**src/sv/gotpa_pkg.sv**
```systemverilog
package gotpa_pkg;

    localparam int TILE_ROWS = 4;
    localparam int TILE_COLS = 8;
    localparam int ROW_W     = 2;
    localparam int COLS_W    = 4;
    localparam int FMA_LAT   = 6;
    localparam int IQ_DEPTH  = 2;
    localparam int IQ_AW     = $clog2(IQ_DEPTH);
    localparam int IQ_CW     = $clog2(IQ_DEPTH + 1);
    localparam int OQ_DEPTH  = 2;
    localparam int OQ_AW     = $clog2(OQ_DEPTH);
    localparam int OQ_CW     = $clog2(OQ_DEPTH + 1);

    localparam logic [1:0] ACT_LOAD  = 2'd0;
    localparam logic [1:0] ACT_ACC   = 2'd1;
    localparam logic [1:0] ACT_FLUSH = 2'd2;
    localparam logic [1:0] ACT_NOP   = 2'd3;

    localparam logic [63:0] FP_ONE = 64'h3FF0000000000000;
    localparam logic [63:0] FP_NAN = 64'h7FF8000000000000;

    typedef struct packed {
        logic [1:0]  action;
        logic [1:0]  row;
        logic [3:0]  cols_valid;
        logic [63:0] value_0;
        logic [63:0] value_1;
        logic [63:0] value_2;
        logic [63:0] value_3;
        logic [63:0] value_4;
        logic [63:0] value_5;
        logic [63:0] value_6;
        logic [63:0] value_7;
    } item_t;

    typedef struct packed {
        logic [1:0]  out_row;
        logic [63:0] sum_0;
        logic [63:0] sum_1;
        logic [63:0] sum_2;
        logic [63:0] sum_3;
        logic [63:0] sum_4;
        logic [63:0] sum_5;
        logic [63:0] sum_6;
        logic [63:0] sum_7;
        logic        tile_done;
    } result_t;

    typedef struct packed {
        logic [1:0]                  kind;
        logic [ROW_W-1:0]            row;
        logic [COLS_W-1:0]           cols;
        logic [TILE_COLS-1:0][63:0]  vals;
    } job_t;

    typedef struct packed {
        logic             valid;
        logic             flush;
        logic [ROW_W-1:0] row;
    } wb_t;

endpackage

```
**src/sv/gotpa_front.sv**
```systemverilog
module gotpa_front (
    input  logic             clk,
    input  logic             rst_n,
    input  logic             item_valid,
    output logic             item_ready,
    input  gotpa_pkg::item_t item,
    output logic             job_valid,
    input  logic             job_ready,
    output gotpa_pkg::job_t  job
);
    import gotpa_pkg::*;

    job_t             q_reg [IQ_DEPTH];
    logic [IQ_AW-1:0] wr_ptr_reg, wr_ptr_next;
    logic [IQ_AW-1:0] rd_ptr_reg, rd_ptr_next;
    logic [IQ_CW-1:0] cnt_reg, cnt_next;
    logic             push, pop;
    job_t             new_job;

    assign item_ready = (cnt_reg != IQ_CW'(IQ_DEPTH));
    assign push = item_valid && item_ready && (item.action != ACT_NOP);
    assign job_valid = (cnt_reg != '0);
    assign pop = job_valid && job_ready;
    assign job = q_reg[rd_ptr_reg];

    always_comb
    begin
        new_job.kind = item.action;
        new_job.row = item.row;
        new_job.cols = (item.cols_valid > COLS_W'(TILE_COLS)) ? COLS_W'(TILE_COLS)
                                                              : item.cols_valid;
        new_job.vals[0] = item.value_0;
        new_job.vals[1] = item.value_1;
        new_job.vals[2] = item.value_2;
        new_job.vals[3] = item.value_3;
        new_job.vals[4] = item.value_4;
        new_job.vals[5] = item.value_5;
        new_job.vals[6] = item.value_6;
        new_job.vals[7] = item.value_7;
        wr_ptr_next = wr_ptr_reg;
        rd_ptr_next = rd_ptr_reg;
        if (push)
            wr_ptr_next = (wr_ptr_reg == IQ_AW'(IQ_DEPTH - 1)) ? '0 : wr_ptr_reg + 1'b1;
        if (pop)
            rd_ptr_next = (rd_ptr_reg == IQ_AW'(IQ_DEPTH - 1)) ? '0 : rd_ptr_reg + 1'b1;
        cnt_next = cnt_reg + IQ_CW'(push) - IQ_CW'(pop);
    end

    always_ff @(posedge clk or negedge rst_n)
    begin
        if (!rst_n)
        begin
            wr_ptr_reg <= '0;
            rd_ptr_reg <= '0;
            cnt_reg <= '0;
        end
        else
        begin
            wr_ptr_reg <= wr_ptr_next;
            rd_ptr_reg <= rd_ptr_next;
            cnt_reg <= cnt_next;
        end
    end

    always_ff @(posedge clk)
    begin
        if (push)
            q_reg[wr_ptr_reg] <= new_job;
    end

endmodule

```
**config.mk**
```make
export PLATFORM = sky130hd
export DESIGN_NAME = gotpa_front
export DESIGN_NICKNAME = d
export VERILOG_FILES = /design/src/sv/gotpa_pkg.sv /design/src/sv/gotpa_front.sv
export SDC_FILE = /design/constraint.sdc
export NUM_CORES = 1
export LEC_CHECK = 0
export ABC_AREA = 1
export BUFFER_PORTS_ARGS = -buffer_cell sky130_fd_sc_hd__buf_2
export CORE_AREA = 2 2 411 413
export DETAILED_ROUTE_END_ITERATION = 8
export DIE_AREA = 0 0 413 415
export PLACE_DENSITY = 0.55
export SYNTH_ARGS = -nofsm -noshare
export SYNTH_HDL_FRONTEND = slang
export SYNTH_SLANG_ARGS = --single-unit
```
**constraint.sdc**
```tcl
create_clock -name clk -period 22 [get_ports clk]
set_input_delay 4.4 -clock clk [delete_from_list [all_inputs] [get_ports clk]]
set_output_delay 4.4 -clock clk [all_outputs]
set_load 0.05 [all_outputs]
```
# Yosys cells after proc, flatten, opt, wreduce, memory -nomap -nowiden
# Memory sizes are Yosys's and may differ from the RTL's.
# Index checks and enable logic that the tools add are counted.
# op_classes
add_sub_neg	4
n_lt_le_gt_ge	1
n_eq_ne	2
n_mux	5
reduce_logical	4
# op_table
cell	n
$gt 4x4->1 const B	1
$mux 1	4
$mux 4	1
$ne 2x2->1 const B	2
$logic_and 1x1->1	3
$add 1x1->1 const B	2
$add 2x1->2	1
$reduce_bool 2->1	1
$sub 2x1->2	1
# totals
reg_bits	4
ramBits	1040
input_bits	524
output_inout_bits	522
word_cells	20
n_memories	1
# memory_table
name	words	word_bits	read_ports	rd_ports_with_merged_regs	wr	line	rtl
q_reg	2	520	1	0	1	gotpa_front.sv:13	job_t q_reg [IQ_DEPTH];

# Logic depth before layout (Yosys ltp)
# Gate-level depths: netlist of the first run.
# depth
depth_word	5
mapped_depth	12
mapped_depth_nobuf	12

# Worst setup path before layout of the first run
# Ideal clock, no wire load.
# synth_timing
path_type	input-to-reg
start	in item[518] in the netlist's numbering
end	mem q_reg[1][0] in the netlist's numbering, enable pin
t_arrival_ns	26.200
t_required_ns	20.582
setup_slack_ns	-5.618
cell_stages	3
n_path_buf	0
cell_sequence	nand2_1 > nand3_1 > nor2_1
# synth_between
elab_chain_cells	4
# synth_lines
item	line	rtl
from (decl)	gotpa_front.sv:6	input gotpa_pkg::item_t item,
$ne 2x2->1	gotpa_front.sv:21	assign push = item_valid && item_ready && (item.action != ACT_NOP);
$logic_and 1x1->1	gotpa_front.sv:21	
$mux 1	gotpa_front.sv:67	if (push)
$mux 1 (not written as such)	gotpa_front.sv:68	q_reg[wr_ptr_reg] <= new_job;
to (decl)	gotpa_front.sv:13	
# Every way passes these cells.

==> qor.yml, run 1 <==
status: "finished clean"
clockBufferDepth: 3
track_usage_pct: 12.6
gr-total-overflow: 0
drv_cap: 0
slew_violations: 0
reg2reg_to: "q_reg[1][274]$_DFFE_PP_"
numCtsBuffers: 112
ir_drop_mv: 0.116
area_growth_syn_to_layout_pct: 27.9
crit_type: "reg -> out"
dieArea_sq_um: 171000
largest_register_ffs: 1040
vias_per_cell: 3.95
hp-start: "wr_ptr_reg$_DFFE_PN0P_"
syn_area_per_cell_sq_um: 13.9
netlist.area_leader.share_pct: 81.3
crit_arrival_ns: 4.81
port_buffers: 1045
period_share_pct: 41.9
die_w_um: 413
min_to: "wr_ptr_reg$_DFFE_PN0P_"
placed_area_sq_um: 45600
synth-seq-area-share_pct: 81.5
power_leakage_nw: 20.4
final_cell_area_sq_um: 49100
clkSinkCount: 1044
power_density_nw_per_um2: 162
cp-end-kind: "primary output"
r2r_slack_ns: 17.02
wl_per_cell_um: 18.6
cts_setup_buffers: 0
hold_path_depth: 2
num-nets-final: 4350
hp-class: "reg -> reg"
synth_area_sq_um: 38400
power_mw: 7.95
post_cts_resized: 0
drive_above_1_share_pct: 31.5
start_util_pct: 23.1
cts_max_level: 3
fin_tns_setup_ns: 0
clkLatencyLatePin_ns: 0.74
num_vias: 24264
finalSetupViolCount: 0
postCtsHoldBufs: 0
drc_errors: 0
ys_ff_latch: 1044
gp_congestion: 0.861
post-dp-hpwl_um: 79800
route.layer.met1.wl_um: 42700
skew_ns: 0.0256
reg2reg_depth: 7
met3_length_um: 11300
clk_pin_slew_ns: 0.06
post-route-util_pct: 29.5
synth_top_area_cell: "edfxtp_1"
hold_slack_ns: 0.479
cp-start-kind: "flop"
first_pass_iters: 5
cts_tree: "done"
wirelength_um: 114000
finalCriticalPeriod_ns: 9.21
grt_pass1_vias: 23382
grt_pass1_wl_um: 157000
slew_headroom_pct: 18.2
critPathMaxFanout: 86
synth_cell_types: 17
ctsRootBufferMaster: "clkbuf_16"
fillerInstances: 17034
core_area_sq_um: 167000
cp.required_ns: 17.60
synthCells: 2758
clock.fmax_mhz: 109
synth_nets: 3283
tightest_slew_ns: 1.23
dr.first_iter.drc_count: 1791
antenna_left: 0
synth_area_leaders: "edfxtp_1, nand2_1, buf_6, buf_12, buf_2"
route.met2.wl_um: 56400
timing_hold_violations_final: 0
highest_layer: "met5"
crit-reg2reg-launch: "cnt_reg[1]$_DFF_PN0_"
ys.warnings.count: 0
chipHeight_um: 415
row_count: 150
io_pins: 1046
antenna_found_initial: 71
grt_max_degree: 226
rsz0062_at_grt: "no"
cell usage in the layout (no fill, tap or decap), types with 6 or more instances in the layout:
cell type	synthesis	routed
clkbuf_1	1	21
clkinv_1	0	26
clkinvlp_4	0	6
nand2_1	1574	1574
buf_2	44	1045
inv_1	10	9
clkbuf_16	0	113
clkinv_2	0	24
buf_4	15	21
diode_2	0	26
edfxtp_1	1040	1040
worst max-delay path, stage by stage, from the launching register on:
cell     delay, ns
dfrtp_4       0.93
buf_4         0.59
buf_4         0.83
buf_4         0.90
nand2_1       0.10
nand2_1       0.15
buf_2         0.28
cells in the mapped netlist:
cell,number
buf_2,44
nand3_1,2
nand3b_1,1
edfxtp_1,1040
dfrtp_1,4
nor2_1,6
xor2_1,1
buf_4,15
inv_6,1
a21boi_0,1
clkbuf_1,1
buf_12,11
ha_1,1
nand2_1,1574
buf_6,45
nand4_1,1
inv_1,10
worst max path at each step:
stage | startpoint | to | slack, ns | cells after the start
final | rd_ptr_reg$_DFFE_PN0P_ | job[89] | 12.79 | 6
after global routing | rd_ptr_reg$_DFFE_PN0P_ | job[60] | 12.44 | 6
after CTS | rd_ptr_reg$_DFFE_PN0P_ | job[89] | 12.62 | 6
after detailed placement | item[519] | q_reg[1][218]$_DFFE_PP_ | 12.86 | 8
after global placement | item[518] | q_reg[1][284]$_DFFE_PP_ | 12.90 | 8
after floorplan | item[518] | q_reg[1][0]$_DFFE_PP_ | 3.25 | 3
power by group:
part           internal [mW]  switching, mW  total [mW]  leakage, nW
registers               2.60         0.0893        2.69         9.63
logic                  0.594           2.91        3.50         9.06
clock network          0.989          0.778        1.77         1.69
total                   4.18           3.77        7.95         20.4
stage by stage:
step / setup WS (ns) / std cells
4_1_cts: 12.62 / 6122
3_5_place_dp: 12.86 / 5915
3_3_place_gp: 12.90 / 5915
2_1_floorplan: 3.25 / 2758
6_report: 12.79 / 6148
5_1_grt: 12.44 / 6139
kinds of logic after synthesis:
kind of cell	count (synthesis)	synth area share, %
fa+ha+maj	1	0.0326
buf+inv	127	2.89
flops	1044	81.5
simple gates	1584	15.5
compound gates	1	0.0195
xor+xnor	1	0.0228
layout make-up:
class / instances / area (sq um) / share of cell area, %
Multi-Input combinational cell: 1587 / 5990 / 12.2
Timing Repair Buffer: 1069 / 5450 / 11.1
Clock inverter: 70 / 513 / 1.04
Tap cell: 2204 / 2760 / 5.61
Sequential cell: 1044 / 31300 / 63.8
Clock buffer: 137 / 2950 / 6.00
Inverter: 11 / 75.1 / 0.153
Antenna cell: 26 / 65.1 / 0.132
per-layer routing:
| layer | global-route usage, % | up-vias |
|---|---|---|
| met3 | 5.48 | 235 |
| met4 | 5.02 | 76 |
| li1 | - | 11534 |
| met5 | 0.170 | - |
| met1 | 14.0 | 11564 |
| met2 | 21.1 | 855 |
(Power assumes the default switching activity.)
==> inputs of run 2 (changes only) <==
--- a/config.mk
+++ b/config.mk
@@ -7,9 +7,9 @@
 export LEC_CHECK = 0
 export ABC_AREA = 1
 export BUFFER_PORTS_ARGS = -buffer_cell sky130_fd_sc_hd__buf_2
-export CORE_AREA = 2 2 411 413
+export CORE_AREA = 2 2 403 405
 export DETAILED_ROUTE_END_ITERATION = 8
-export DIE_AREA = 0 0 413 415
+export DIE_AREA = 0 0 405 407
 export PLACE_DENSITY = 0.55
 export SYNTH_ARGS = -nofsm -noshare
 export SYNTH_HDL_FRONTEND = slang
==> constraint.sdc (replaced) <==
create_clock -name clk -period 9.3 [get_ports clk]
set_input_delay 1.86 -clock clk [delete_from_list [all_inputs] [get_ports clk]]
set_output_delay 1.86 -clock clk [all_outputs]
set_load 0.05 [all_outputs]
==> qor.yml, run 2 (synthesis results as in run 1) <==
status: "finished clean"
clkLatencyLatePin_ns: 0.71
hold_path_depth: 2
period_share_pct: 67.8
drv_cap: 0
row_count: 147
finalCriticalPeriod_ns: 6.30
dr.first_iter.drc_count: 1988
post_cts_resized: 0
cts_tree: "done"
clockBufferDepth: 3
slowest_delay_ns: 1.05
postCtsHoldBufs: 0
first_pass_iters: 5
die_w_um: 405
grt_pass1_wl_um: 163000
hp-start: "wr_ptr_reg$_DFFE_PN0P_"
min_to: "wr_ptr_reg$_DFFE_PN0P_"
reg2reg_to: "q_reg[0][83]$_DFFE_PP_"
final_common_cell: "nand2_1"
vias_per_cell: 4.03
gp_congestion: 0.844
clkSinkCount: 1044
slowest_stage: "dfrtp_4"
hp-class: "reg -> reg"
tightest_slew_ns: 1.09
drive_above_1_share_pct: 31.6
skew_ns: 0.0156
critPathMaxFanout: 190
r2r_slack_ns: 6.40
clock.fmax_mhz: 159
worstPathCellList: "clkinv_16, buf_4, buf_4, nand2_1, nand2_1, buf_2"
placed_area_sq_um: 45600
chipHeight_um: 407
area_growth_syn_to_layout_pct: 28.3
slew_headroom_pct: 27.0
drc_errors: 0
track_usage_pct: 13.6
gr-total-overflow: 0
wl_per_cell_um: 19.5
antenna_found_initial: 80
crit_arrival_ns: 4.44
core_area_sq_um: 160000
antenna_left: 0
slew_violations: 0
timing_hold_violations_final: 0
cp-start-kind: "flop"
reg2reg_depth: 5
critPathTopFamily: "buffers and inverters"
dieArea_sq_um: 165000
num_vias: 24569
cts_setup_buffers: 0
ctsRootBufferMaster: "clkbuf_16"
power_leakage_nw: 20.5
port_buffers: 1045
grt_max_degree: 191
post-route-util_pct: 30.8
numCtsBuffers: 111
largest_register_ffs: 1040
layout_common_cells: "nand2_1, buf_2, edfxtp_1"
clk_pin_slew_ns: 0.05
post-dp-hpwl_um: 83200
path_buf_inv: 4
ir_drop_mv: 0.248
crit-reg2reg-launch: "cnt_reg[1]$_DFF_PN0_"
cp-end-kind: "primary output"
power_mw: 19.0
cts_max_level: 3
start_util_pct: 24.0
cp.depth: 6
rsz0062_at_grt: "no"
crit_type: "reg -> out"
dpl.cell_count: 5875
cp.required_ns: 7.44
io_pins: 1046
num-nets-final: 4353
grt_pass1_vias: 23431
finalSetupViolCount: 0
finalNonFillerCells: 6094
final_cell_area_sq_um: 49300
wirelength_um: 119000
power_density_nw_per_um2: 386
## run 2: how the worst max path moves through the flow
stage | startpoint | endpoint | slack, ns
after detailed placement | rd_ptr_reg$_DFFE_PN0P_ | job[7] | 3.89
after global routing | rd_ptr_reg$_DFFE_PN0P_ | job[46] | 2.96
after floorplan | item[518] | q_reg[0][0]$_DFFE_PP_ | -0.97
after CTS | rd_ptr_reg$_DFFE_PN0P_ | job[7] | 3.05
after global placement | rd_ptr_reg$_DFFE_PN0P_ | job[7] | 3.88
final | rd_ptr_reg$_DFFE_PN0P_ | job[45] | 3.00
## run 2: per-layer routing
metal | vias up | wire (um) | track usage [%]
met4 | 78 | 4510 | 5.90
met1 | 11704 | 42300 | 14.8
met2 | 999 | 59700 | 23.5
li1 | 11511 | - | -
met3 | 277 | 11700 | 5.29
met5 | - | 516 | 0
## run 2: tightest hold or removal path: stages (launching register included)
cell,delay (ns)
dfrtp_1,0.35
nand2_1,0.05
nand2_1,0.05
## run 2: cell type report
cell class,instances,area [sq um]
Antenna cell,20,50.0
Tap cell,2160,2700
Clock buffer,133,2900
Sequential cell,1044,31300
Clock inverter,66,717
Timing Repair Buffer,1073,5500
Inverter,11,71.3
Multi-Input combinational cell,1587,6010
Fill cell,16206,111000
## run 2: power by group
group	total [mW]	switching, mW	internal [mW]
Combinational	8.22	6.81	1.41
Clock	4.41	1.83	2.58
Sequential	6.38	0.236	6.15
## run 2: stage by stage
stage	setup TNS [ns]	hold WS, ns	worst slack, ns
detailed placement	0	0.481	3.89
global route	0	0.522	2.96
global placement	0	0.458	3.88
CTS	0	0.503	3.05
floorplan	-1000.99	0.442	-0.967
finish	0	0.490	3.00
